## config.mk

```make
export PLATFORM = sky130hd
export DESIGN_NAME = binary_packed_bcd_converter_flat
export DESIGN_NICKNAME = d
export VERILOG_FILES = /design/src/bpbc_pkg.sv /design/src/bpbc_if.sv /design/src/binary_packed_bcd_converter.sv /design/src/flat_wrapper.sv
export SDC_FILE = /design/constraint.sdc
export NUM_CORES = 2
export LEC_CHECK = 0
export BUFFER_PORTS_ARGS = -buffer_cell sky130_fd_sc_hd__buf_2
export CORE_UTILIZATION = 26
export CTS_CLUSTER_SIZE = 40
export DETAILED_ROUTE_END_ITERATION = 8
export MAX_ROUTING_LAYER = met4
export PLACE_DENSITY = 0.46
export SETUP_SLACK_MARGIN = 0.15
export SYNTH_ARGS = -nofsm -noshare
export SYNTH_HDL_FRONTEND = slang
export SYNTH_SLANG_ARGS = --single-unit
```

## constraint.sdc

```tcl
create_clock -name clk -period 17.55 [get_ports clk]
set_input_delay 0.8775 -clock clk [delete_from_list [all_inputs] [get_ports clk]]
set_output_delay 0.8775 -clock clk [all_outputs]
set_load 0.005 [all_outputs]
```

## src/bpbc_pkg.sv

```systemverilog
// ----------------------------------------------------------------------------
// Binary / packed BCD converter package
// Field widths, request codes, control bundle and division constants.
// ----------------------------------------------------------------------------
`default_nettype none

package bpbc_pkg;

	localparam int BIN_W = 32;
	localparam int BCD_W = 32;
	localparam int RES_W = 28;
	localparam int CNT_W = 3;
	localparam int MAX_BYTES = 4;

	// request codes
	localparam logic REQ_TO_BCD = 1'b0;
	localparam logic REQ_TO_BIN = 1'b1;

	// largest value that fits in 1..4 BCD bytes
	localparam logic [BIN_W-1:0] LIMIT_TAB [MAX_BYTES] = '{
		32'd99, 32'd9999, 32'd999999, 32'd99999999
	};

	// exact reciprocals: floor(x / D) == (x * M) >> S over the value range used
	localparam logic [27:0] RECIP_10K   = 28'd219902326;  // x < 2^27, shift 41
	localparam int          SHIFT_10K   = 41;
	localparam logic [14:0] RECIP_100   = 15'd20972;      // x < 2^14, shift 21
	localparam int          SHIFT_100   = 21;

	typedef struct packed {
		logic             req;
		logic [CNT_W-1:0] cnt;   // clamped to 1..4
		logic             rev;
		logic             ovf;
	} ctl_t;

endpackage

`default_nettype wire

```

## src/bpbc_if.sv

```systemverilog
// ----------------------------------------------------------------------------
// Converter channel interfaces
// Request and response channels with valid/ready handshake.
// ----------------------------------------------------------------------------
`default_nettype none

interface bpbc_in_if import bpbc_pkg::*; ();
	logic             valid;
	logic             ready;
	logic             req_type;
	logic [CNT_W-1:0] byte_count;
	logic             byte_order;
	logic [BIN_W-1:0] bin_value;
	logic [BCD_W-1:0] bcd_value;

	modport source (output valid, req_type, byte_count, byte_order, bin_value, bcd_value,
		input ready);
	modport sink (input valid, req_type, byte_count, byte_order, bin_value, bcd_value,
		output ready);
endinterface

interface bpbc_out_if import bpbc_pkg::*; ();
	logic             valid;
	logic             ready;
	logic [BCD_W-1:0] bcd_result;
	logic [RES_W-1:0] bin_result;
	logic             overflow;

	modport source (output valid, bcd_result, bin_result, overflow, input ready);
	modport sink (input valid, bcd_result, bin_result, overflow, output ready);
endinterface

`default_nettype wire

```

## src/binary_packed_bcd_converter.sv

```systemverilog
// ----------------------------------------------------------------------------
// Binary / packed BCD converter
// Five-stage pipeline converting binary <-> packed BCD of 1 to 4 bytes.
// ----------------------------------------------------------------------------
//  channel | dir | payload
//  --------+-----+----------------------------------------------------------
//  din     | in  | req_type, byte_count, byte_order, bin_value, bcd_value
//  dout    | out | bcd_result, bin_result, overflow
//
//  Five register stages, s1 to s5, hold each item from acceptance to the
//  output; one item per cycle unless dout stalls the output stage.
//  The stage count is set by the reciprocal multiplies (divide by 10000,
//  then by 100) and the remainder multiplies that follow each of them.
//  Each stage advances when it is empty or the stage after it moves, so
//  bubbles close up under a stall. arst_n clears the valid bits only.
// ----------------------------------------------------------------------------
`default_nettype none

module binary_packed_bcd_converter import bpbc_pkg::*; (
	input  wire logic clk,
	input  wire logic arst_n,
	bpbc_in_if.sink   din,
	bpbc_out_if.source dout
);

	function automatic logic [7:0] bcd_to_byte(input logic [7:0] b);
		return 8'(b[7:4]) * 8'd10 + 8'(b[3:0]);
	endfunction

	function automatic logic [7:0] pair_to_bcd(input logic [6:0] p);
		logic [14:0] m;
		logic [3:0]  tens;
		logic [6:0]  ones;
		m    = 15'(p) * 15'd205;   // floor(p/10) for p < 100
		tens = m[14:11];
		ones = p - 7'(tens) * 7'd10;
		return {tens, ones[3:0]};
	endfunction

	// ---------------- handshake ----------------
	logic valid_s1, valid_s2, valid_s3, valid_s4, valid_s5;
	logic rdy1, rdy2, rdy3, rdy4, rdy5;

	assign rdy5 = !valid_s5 || dout.ready;
	assign rdy4 = !valid_s4 || rdy5;
	assign rdy3 = !valid_s3 || rdy4;
	assign rdy2 = !valid_s2 || rdy3;
	assign rdy1 = !valid_s1 || rdy2;
	assign din.ready = rdy1;

	always_ff @(posedge clk or negedge arst_n) begin
		if (!arst_n) begin
			valid_s1 <= 1'b0;
			valid_s2 <= 1'b0;
			valid_s3 <= 1'b0;
			valid_s4 <= 1'b0;
			valid_s5 <= 1'b0;
		end else begin
			if (rdy1) valid_s1 <= din.valid;
			if (rdy2) valid_s2 <= valid_s1;
			if (rdy3) valid_s3 <= valid_s2;
			if (rdy4) valid_s4 <= valid_s3;
			if (rdy5) valid_s5 <= valid_s4;
		end
	end

	// ---------------- stage 1: clamp, range check, /10000, byte weights ----------
	ctl_t             ctl_c;
	logic [54:0]      prod_10k;
	logic [7:0]       bval [MAX_BYTES];
	logic [7:0]       w_c  [MAX_BYTES];
	logic             div_off;

	always_comb begin
		logic [CNT_W-1:0] idx3;
		case (din.byte_count)
			3'd0:                      ctl_c.cnt = 3'd1;
			3'd1, 3'd2, 3'd3, 3'd4:    ctl_c.cnt = din.byte_count;
			default:                   ctl_c.cnt = 3'(MAX_BYTES);
		endcase
		ctl_c.req = din.req_type;
		ctl_c.rev = din.byte_order;
		ctl_c.ovf = (din.req_type == REQ_TO_BCD) &&
			(din.bin_value > LIMIT_TAB[2'(ctl_c.cnt - 3'd1)]);
		prod_10k = 55'(din.bin_value[26:0]) * 55'(RECIP_10K);
		for (int j = 0; j < MAX_BYTES; j++) begin
			bval[j] = bcd_to_byte(din.bcd_value[8*j +: 8]);
		end
		for (int j = 0; j < MAX_BYTES; j++) begin
			idx3   = ctl_c.rev ? (ctl_c.cnt - 3'd1 - 3'(j)) : 3'(j);
			w_c[j] = (3'(j) < ctl_c.cnt) ? bval[idx3[1:0]] : 8'd0;
		end
	end

	// digit path only carries in-range binary requests
	assign div_off = ctl_c.ovf || (ctl_c.req == REQ_TO_BIN);

	ctl_t        ctl_s1;
	logic [13:0] qhi_s1;
	logic [26:0] v_s1;
	logic [7:0]  w_s1 [MAX_BYTES];

	always_ff @(posedge clk) begin
		if (rdy1) begin
			ctl_s1 <= ctl_c;
			qhi_s1 <= div_off ? 14'd0 : prod_10k[SHIFT_10K +: 14];
			v_s1   <= div_off ? 27'd0 : din.bin_value[26:0];
			w_s1   <= w_c;
		end
	end

	// ---------------- stage 2: low remainder, pair sums ----------------
	logic [26:0] rem_10k;
	assign rem_10k = v_s1 - 27'(qhi_s1) * 27'd10000;

	ctl_t        ctl_s2;
	logic [13:0] qhi_s2, rlo_s2;
	logic [14:0] lo_s2, hi_s2;

	always_ff @(posedge clk) begin
		if (rdy2) begin
			ctl_s2 <= ctl_s1;
			qhi_s2 <= qhi_s1;
			rlo_s2 <= rem_10k[13:0];
			lo_s2  <= 15'(w_s1[0]) + 15'(w_s1[1]) * 15'd100;
			hi_s2  <= 15'(w_s1[2]) + 15'(w_s1[3]) * 15'd100;
		end
	end

	// ---------------- stage 3: /100 of both halves, binary total ----------------
	logic [28:0] prod_hi, prod_lo;
	assign prod_hi = 29'(qhi_s2) * 29'(RECIP_100);
	assign prod_lo = 29'(rlo_s2) * 29'(RECIP_100);

	ctl_t             ctl_s3;
	logic [13:0]      qhi_s3, rlo_s3;
	logic [6:0]       thi_s3, tlo_s3;
	logic [RES_W-1:0] sum_s3;

	always_ff @(posedge clk) begin
		if (rdy3) begin
			ctl_s3 <= ctl_s2;
			qhi_s3 <= qhi_s2;
			rlo_s3 <= rlo_s2;
			thi_s3 <= prod_hi[SHIFT_100 +: 7];
			tlo_s3 <= prod_lo[SHIFT_100 +: 7];
			sum_s3 <= 28'(lo_s2) + 28'(hi_s2) * 28'd10000;
		end
	end

	// ---------------- stage 4: digit pairs ----------------
	logic [13:0] r_hi, r_lo;
	assign r_hi = qhi_s3 - 14'(thi_s3) * 14'd100;
	assign r_lo = rlo_s3 - 14'(tlo_s3) * 14'd100;

	ctl_t             ctl_s4;
	logic [6:0]       pair_s4 [MAX_BYTES];   // lowest pair first
	logic [RES_W-1:0] sum_s4;

	always_ff @(posedge clk) begin
		if (rdy4) begin
			ctl_s4     <= ctl_s3;
			pair_s4[0] <= r_lo[6:0];
			pair_s4[1] <= tlo_s3;
			pair_s4[2] <= r_hi[6:0];
			pair_s4[3] <= thi_s3;
			sum_s4     <= sum_s3;
		end
	end

	// ---------------- stage 5: BCD encode, byte order, output register ----------
	logic [BCD_W-1:0] bcd_c;

	always_comb begin
		logic [CNT_W-1:0] idx3;
		for (int j = 0; j < MAX_BYTES; j++) begin
			idx3 = ctl_s4.rev ? (ctl_s4.cnt - 3'd1 - 3'(j)) : 3'(j);
			bcd_c[8*j +: 8] = (3'(j) < ctl_s4.cnt) ? pair_to_bcd(pair_s4[idx3[1:0]]) : 8'd0;
		end
	end

	logic [BCD_W-1:0] bcd_result_s5;
	logic [RES_W-1:0] bin_result_s5;
	logic             ovf_s5;

	always_ff @(posedge clk) begin
		if (rdy5) begin
			bcd_result_s5 <= (ctl_s4.req == REQ_TO_BCD && !ctl_s4.ovf) ? bcd_c : '0;
			bin_result_s5 <= (ctl_s4.req == REQ_TO_BIN) ? sum_s4 : '0;
			ovf_s5        <= (ctl_s4.req == REQ_TO_BCD) && ctl_s4.ovf;
		end
	end

	assign dout.valid      = valid_s5;
	assign dout.bcd_result = bcd_result_s5;
	assign dout.bin_result = bin_result_s5;
	assign dout.overflow   = ovf_s5;

	// ---------------- assertions ----------------
	a_ovf_zero: assert property (@(posedge clk) disable iff (!arst_n)
		dout.valid && dout.overflow |-> dout.bcd_result == '0)
		else $error("overflow with nonzero BCD");

	a_one_dir: assert property (@(posedge clk) disable iff (!arst_n)
		dout.valid && dout.bin_result != '0 |-> dout.bcd_result == '0 && !dout.overflow)
		else $error("both directions produced a result");

	a_pairs: assert property (@(posedge clk) disable iff (!arst_n)
		valid_s4 |-> pair_s4[0] < 7'd100 && pair_s4[1] < 7'd100 &&
			pair_s4[2] < 7'd100 && pair_s4[3] < 7'd100)
		else $error("digit pair out of range");

	a_enter: assert property (@(posedge clk) disable iff (!arst_n)
		din.valid && din.ready |=> valid_s1)
		else $error("accepted item lost at stage 1");

endmodule

`default_nettype wire

```

## src/flat_wrapper.sv

```systemverilog
// flat-port wrapper written by rule: the top's interface ports become plain ports
module binary_packed_bcd_converter_flat import bpbc_pkg::*;
  (clk, arst_n, din_valid, din_req_type, din_byte_count, din_byte_order, din_bin_value, din_bcd_value, din_ready, dout_valid, dout_bcd_result, dout_bin_result, dout_overflow, dout_ready);
  bpbc_in_if din_i ();
  bpbc_out_if dout_i ();
  input  wire logic clk;
  input  wire logic arst_n;
  input wire logic [$bits(din_i.valid)-1:0] din_valid;
  input wire logic [$bits(din_i.req_type)-1:0] din_req_type;
  input wire logic [$bits(din_i.byte_count)-1:0] din_byte_count;
  input wire logic [$bits(din_i.byte_order)-1:0] din_byte_order;
  input wire logic [$bits(din_i.bin_value)-1:0] din_bin_value;
  input wire logic [$bits(din_i.bcd_value)-1:0] din_bcd_value;
  output wire logic [$bits(din_i.ready)-1:0] din_ready;
  output wire logic [$bits(dout_i.valid)-1:0] dout_valid;
  output wire logic [$bits(dout_i.bcd_result)-1:0] dout_bcd_result;
  output wire logic [$bits(dout_i.bin_result)-1:0] dout_bin_result;
  output wire logic [$bits(dout_i.overflow)-1:0] dout_overflow;
  input wire logic [$bits(dout_i.ready)-1:0] dout_ready;
  assign din_i.valid = din_valid;
  assign din_i.req_type = din_req_type;
  assign din_i.byte_count = din_byte_count;
  assign din_i.byte_order = din_byte_order;
  assign din_i.bin_value = din_bin_value;
  assign din_i.bcd_value = din_bcd_value;
  assign din_ready = din_i.ready;
  assign dout_valid = dout_i.valid;
  assign dout_bcd_result = dout_i.bcd_result;
  assign dout_bin_result = dout_i.bin_result;
  assign dout_overflow = dout_i.overflow;
  assign dout_i.ready = dout_ready;
  binary_packed_bcd_converter u_core (.clk(clk), .arst_n(arst_n), .din(din_i), .dout(dout_i));
endmodule
```

; ---- Word level (Yosys, flattened, before mapping)
; Memories as Yosys holds them, arrays and structs flattened.
; Cells that the tools add are included.
; W data, S select, Z words.
[totals]
register_bits = 292
ramBits = 28
in_bits = 73
out_inout_bits = 63
word_cells = 159
memories = 1
[memory_table]
columns = name, words, word_bits, rd, rd_clocked_by_memory_dff, wr, line
row1 = u_core.pair_s4, 4, 7, 4, 0, 4, binary_packed_bcd_converter.sv:157  ; logic [6:0] pair_s4 [MAX_BYTES];
[classes]
addsub = 22
multipliers = 21
order_cmp = 14
n_eq_ne = 4
muxes = 26
n_bitwise = 7
n_reduce_logical = 21
[ops]
columns = cell, count
row1 = $bmux W32 S2, 1
row2 = $bmux W8 S2, 4
row3 = $mux W32, 2
row4 = $mux W8, 8
row5 = $mul A7 B8 Y15 const B, 4
row6 = $mul A27 B27 Y54 const B, 1
row7 = $mul A14 B13 Y26 const B, 2
row8 = $add A8 B4 Y8, 4
row9 = $gt A32 B32 Y1, 1
row10 = $add A8 B15 Y15, 2
row11 = $add A15 B28 Y28, 1
row12 = $mul A4 B3 Y7 const B, 4
row13 = $mul A8 B5 Y13 const B, 2
row14 = $mul A15 B10 Y24 const B, 1
row15 = $mul A4 B3 Y3 const B, 4
row16 = $mux W2, 8
row17 = $sub A4 B4 Y4, 4
row18 = $ge A3 B3 Y1 const B, 5
row19 = $not A2 Y3, 5
row20 = $mul A14 B10 Y10 const B, 1
row21 = $mul A7 B5 Y5 const B, 2
row22 = $sub A14 B14 Y14, 1
row23 = $sub A7 B7 Y7, 2
row24 = $lt A1 B3 Y1 const A, 4
row25 = 15 further kinds, 42

; ---- Logic depth before layout (Yosys ltp)
[logic_depth]
ltp_word = 11
mapped_depth = 25
depth_no_buf = 23

; ---- Worst setup path after synthesis
; OpenSTA, ideal clock, no wires.
[synth_timing]
path_kind = register to register
startpoint = register u_core.ctl_s4[2] (netlist bit)
endpoint = register u_core.bcd_result_s5[27] (netlist: u_core.dout.bcd_result[27]) (data pin)
setup_time_ns = 0.258
t_arrival_ns = 6.640
required_ns = 17.292
path_slack_ns = 10.652
path_stages_with_launch = 25
path_buffers = 3
period_less_slack_ns = 6.898
cell_sequence = edfxtp_1 > nor2b_1 > clkbuf_1 > buf_2 > buf_1 > mux4_2 > ha_1 > inv_1 > fa_1 > inv_1 > ha_1 > fa_1 > ha_1 > a211o_1 > or3_1 > a31o_2 > a31oi_1 > xnor2_1 > inv_1 > ha_1 > fa_1 > xnor2_1 > xnor2_1 > xnor2_1 > nor2_1
[synth_via]
elab_chain_len = 7
elab_cells_between_ends = 9
classes_between = add/sub: 3 / mul: 2 / order compare: 1 / mux: 1 / reduce/logical: 1 / memory: 1
[synth_rtl]
columns = element, line
row1 = start: declaration, binary_packed_bcd_converter.sv:156  ; ctl_t ctl_s4;
row2 = start signal: assignment, binary_packed_bcd_converter.sv:162  ; ctl_s4 <= ctl_s3;
row3 = $sub A2 B1 Y2, binary_packed_bcd_converter.sv:177  ; idx3 = ctl_s4.rev ? (ctl_s4.cnt - 3'd1 - 3'(j)) : 3'(j);
row4 = $sub A2 B2 Y2, binary_packed_bcd_converter.sv:177
row5 = $mux W2, binary_packed_bcd_converter.sv:177
row6 = $mem_v2 Z4 W7, n/a
row7 = $mul A7 B8 Y15, binary_packed_bcd_converter.sv:34  ; m = 15'(p) * 15'd205;
row8 = $mul A4 B3 Y3, binary_packed_bcd_converter.sv:36  ; ones = p - 7'(tens) * 7'd10;
row9 = $sub A4 B4 Y4, binary_packed_bcd_converter.sv:36
row10 = end signal: assignment, binary_packed_bcd_converter.sv:188  ; bcd_result_s5 <= (ctl_s4.req == REQ_TO_BCD && !ctl_s4.ovf) ? bcd_c : '0;
row11 = end: declaration, binary_packed_bcd_converter.sv:182  ; logic [BCD_W-1:0] bcd_result_s5;
; Parallel ways exist; a longest one is shown, timed or not.
; A chain may end at the register's enable or synchronous reset.

; ---- Worst setup path after layout
[layout_timing]
startpoint = input port din_bin_value[2]
endpoint = register u_core.qhi_s1[8] (data pin)
[layout_via]
elab_chain_len = 3
elab_cells_between_ends = 4
classes_between = mul: 1 / order compare: 1 / reduce/logical: 2
[layout_rtl]
columns = element, line
row1 = start: declaration, flat_wrapper.sv:12  ; input wire logic [$bits(din_i.bin_value)-1:0] din_bin_value;
row2 = branches (longest 3 deep; another with $mul A27 B27 Y54), n/a
row3 = end signal: assignment, binary_packed_bcd_converter.sv:106  ; qhi_s1 <= div_off ? 14'd0 : prod_10k[SHIFT_10K +: 14];
row4 = end: declaration, binary_packed_bcd_converter.sv:99  ; logic [13:0] qhi_s1;
; Parallel ways; which one is timed is not known.

==> out/summary.txt <==
Final weighted congestion in routability-driven placement -> 0.902
Max Fanout on Critical Path -> 11
Crit. End Element -> flip-flop
Timing startpoint of the critical path -> din_bin_value[2]
Crit-path cells -> buf_2, ha_1, xor2_1, ha_1, inv_1, fa_1, inv_1, fa_1, fa_1, fa_1, inv_1, fa_1, inv_1, ha_1, a21o_1, a21o_1, a21oi_1, o211a_1, and3_1, o211a_1, o21bai_1, a221o_1, o2111a_1
Number of levels the H-tree was split into -> 2
Drt first-iter violations -> 1,079
Max clock buf depth -> 3
TritonCTS Sinks -> 320
Average cell area after synthesis -> 10.9 um^2
Crit-path leading delay family -> adder cells
Post-route antenna net violation count -> 0
Xor/xnor cell area share of the yosys netlist -> 0.0384
Global-route congestion overflow total -> 0
Sequential area share after synthesis -> 0.226
Routed wirelength normalized by instance count -> 16.7 um
Post-synth top area share -> 0.254
Top cells by area, synth -> fa_1, ha_1, edfxtp_1, inv_1, xnor2_1
Fmax -> 140 MHz
Setup skew after layout -> 29.2 ps
Maximum number of pins on one net before global-route repair -> 68
Worst hold-check path type -> primary input to asynchronous set/reset pin
Number of setup buffers added after CTS -> 0
Worst relative slew slack -> 0.169
Cell Area, Synth -> 42,500 um^2
TritonCTS clock tree -> built
Post-Synthesis Cells -> 3,890
Data arrival time at the worst-slack endpoint -> 7460 ps
Element type at the critical path start -> primary input
Setup repair after global routing missed its margin -> false
Number of endpoints with negative hold slack in the final report -> 0
Final setup violation count -> 0
Cell with the most instances after synthesis -> inv_1
Core ar. -> 161,000 um^2
Final-layout fill cell count -> 16,720
Initial antenna violation count -> 11
Run status -> finished, final reports clean
First-pass GRT wire length -> 165 mm
Per-cell via count in the routed design -> 4.21
Most used flip-flop cell after synthesis -> edfxtp_1
Area growth from synthesis to final layout -> 11.6%
Estimated wirelength of the detail-placed design -> 91.4 mm
Floorplan die area -> 165,000 um^2
Adder and majority gate portion of the synthesized area -> 0.497
Die extent in y -> 406 um
Synth top cells by count -> inv_1, ha_1, fa_1
Crit path top cell by count -> fa_1
Startpoint-to-endpoint class of the critical path -> primary input to flip-flop
Clock insertion delay at the later pin of the skew report -> 600 ps
Buffers and inverters on the worst path -> 5
Post-CTS resize count -> 0
Compound-gate portion of the synthesized area -> 0.0611
Required time worst endpoint -> 17,890 ps
Main combinational cell family by area after synthesis -> adder cells
Count of unresolved DRC violations after routing -> 0
Port buffer count -> 135
Number of global-route vias before repair -> 28,116
Total number of placement rows -> 147
Final slew viol count -> 0
Worst Tran Pin Value -> 1240 ps
Sum of routed wire length over all layers -> 104 mm
Clock-pin slew on the worst setup and hold paths -> 60 ps
Fraction of the mapped netlist area in simple logic gates -> 0.0597
Crit share post-route -> 0.406
Yosys warning total -> 0
Global routing usage summed across all routing layers -> 0.134
Drt pass-1 iters -> 6
Overall die width -> 406 um
Accumulated negative setup slack -> 0 ps
Starting utilization of the core area -> 0.263
Standard cell with the maximum stage delay on the critical path -> fa_1
Top cell type by total area after synthesis -> fa_1
Count of unique library cells instantiated by Yosys -> 70
Top Ports -> 136
Final nets -> 5,490
Via count -> 26,349
Fraction of synthesis flops using an asynchronous set or reset pin -> 0.0156
Post-synth EDFFs -> 315
Worst slack on hold paths -> 155 ps
Clock buffer count from CTS -> 43
Max-capacitance violation count -> 0
Hold-fix buffer count after cts -> 0
Root buffer cell -> clkbuf_16
Delay of the slowest cell on the worst path -> 540 ps
Net count after synthesis -> 5,325
Worst flop-to-flop path startpoint -> u_core.ctl_s4[2]$_DFFE_PP_
Fraction of synthesized area in multiplexers -> 0.0232
Share of post-route cells with drive strength above 1 -> 0.0707
Count of state elements after synthesis -> 320
Final min period -> 7120 ps
## layout make-up
| type | instances | area [um^2] | share of cell area |
|---|---|---|---|
| multi-input cells | 2491 | 28900 | 0.609 |
| flip-flops and latches | 320 | 9580 | 0.202 |
| inverters | 1056 | 3960 | 0.0836 |
| well taps | 2160 | 2700 | 0.0570 |
| clock buffers | 50 | 1130 | 0.0239 |
| repair buffers | 143 | 736 | 0.0155 |
| clock inverters | 30 | 388 | 0.00819 |
| diodes | 11 | 27.5 | 0.000581 |
## path summary, 6_finish.rpt
kind / endpoint / slack, ps / depth (start not counted)
max: u_core.qhi_s1[8]$_SDFFCE_PP0P_ / 10430 / 23
min: u_core.valid_s1$_DFFE_PN0P_ / 160 / 1
max reg2reg: u_core.dout.bcd_result[27]$_SDFFCE_PN0P_ / 10830 / 22
min reg2reg: u_core.pair_s4[1][6]$_DFFE_PP_ / 400 / 0
max in group asynchronous: u_core.dout.valid$_DFFE_PN0P_ / 17180 / 1
min in group clk: u_core.pair_s4[1][6]$_DFFE_PP_ / 400 / 0
## sequential cells by signal, indices dropped and copies added (netlist names), 15 cells and up
register                flops
u_core.dout.bcd_result     32
u_core.dout.bin_result     28
u_core.hi_s2               15
u_core.lo_s2               15
u_core.pair_s4             28
u_core.sum_s3              28
u_core.sum_s4              28
u_core.w_s1                32
## cells in the final DEF (no fill, tap or decap), types with 6 or more instances in the layout
cell | Yosys | final
inv_1 | 1055 | 1054
ha_1 | 824 | 824
fa_1 | 538 | 538
edfxtp_1 | 315 | 315
buf_2 | 1 | 135
nor2_1 | 131 | 130
xnor2_1 | 127 | 127
a21oi_1 | 112 | 112
nand2_1 | 99 | 97
a21o_1 | 76 | 76
and2_1 | 60 | 60
xor2_1 | 59 | 59
o21ai_0 | 55 | 55
nor2b_1 | 44 | 43
clkbuf_16 | 0 | 43
nand3_1 | 39 | 38
mux4_2 | 37 | 37
nor3_1 | 29 | 29
o21a_1 | 27 | 27
nand2b_1 | 22 | 22
and3_1 | 19 | 19
nand4_1 | 19 | 19
o21bai_1 | 19 | 19
or2_2 | 15 | 15
mux2i_1 | 14 | 14
a211oi_1 | 13 | 13
diode_2 | 0 | 11
o211ai_1 | 10 | 10
buf_4 | 0 | 8
a2111oi_0 | 7 | 7
and4_1 | 7 | 7
bufinv_16 | 0 | 7
a31o_2 | 6 | 6
a31oi_1 | 6 | 6
inv_6 | 0 | 6
clkinvlp_4 | 0 | 6
## through the flow
step / cell area [um^2] / std cells / util / setup slack [ps]
finish: 47400 / 6261 / 0.294 / 10430
global route: 47400 / 6261 / 0.294 / 10180
CTS: 47400 / 6250 / 0.294 / 10470
detailed placement: 45800 / 6170 / 0.284 / 9840
global placement: 45800 / 6170 / 0.284 / 9960
floorplan: 42500 / 3890 / - / 10650
## cells by family after synthesis
kind of cell,after synthesis
buf+inv,1079
flops,320
simple gates,503
fa+ha+maj,1362
mux,52
compound gates,388
xor+xnor,186
## metal layers
layer,vias to the layer above,track usage,share of wire
met5,-,-,0
met4,0,0.0320,0.022
met3,96,0.0154,0.032
met2,375,0.208,0.45
met1,12886,0.186,0.50
li1,12992,-,-
Power is left out: the tool's default activity adds up to more than one toggle a clock period on the data nets, which glitch-free logic cannot reach.
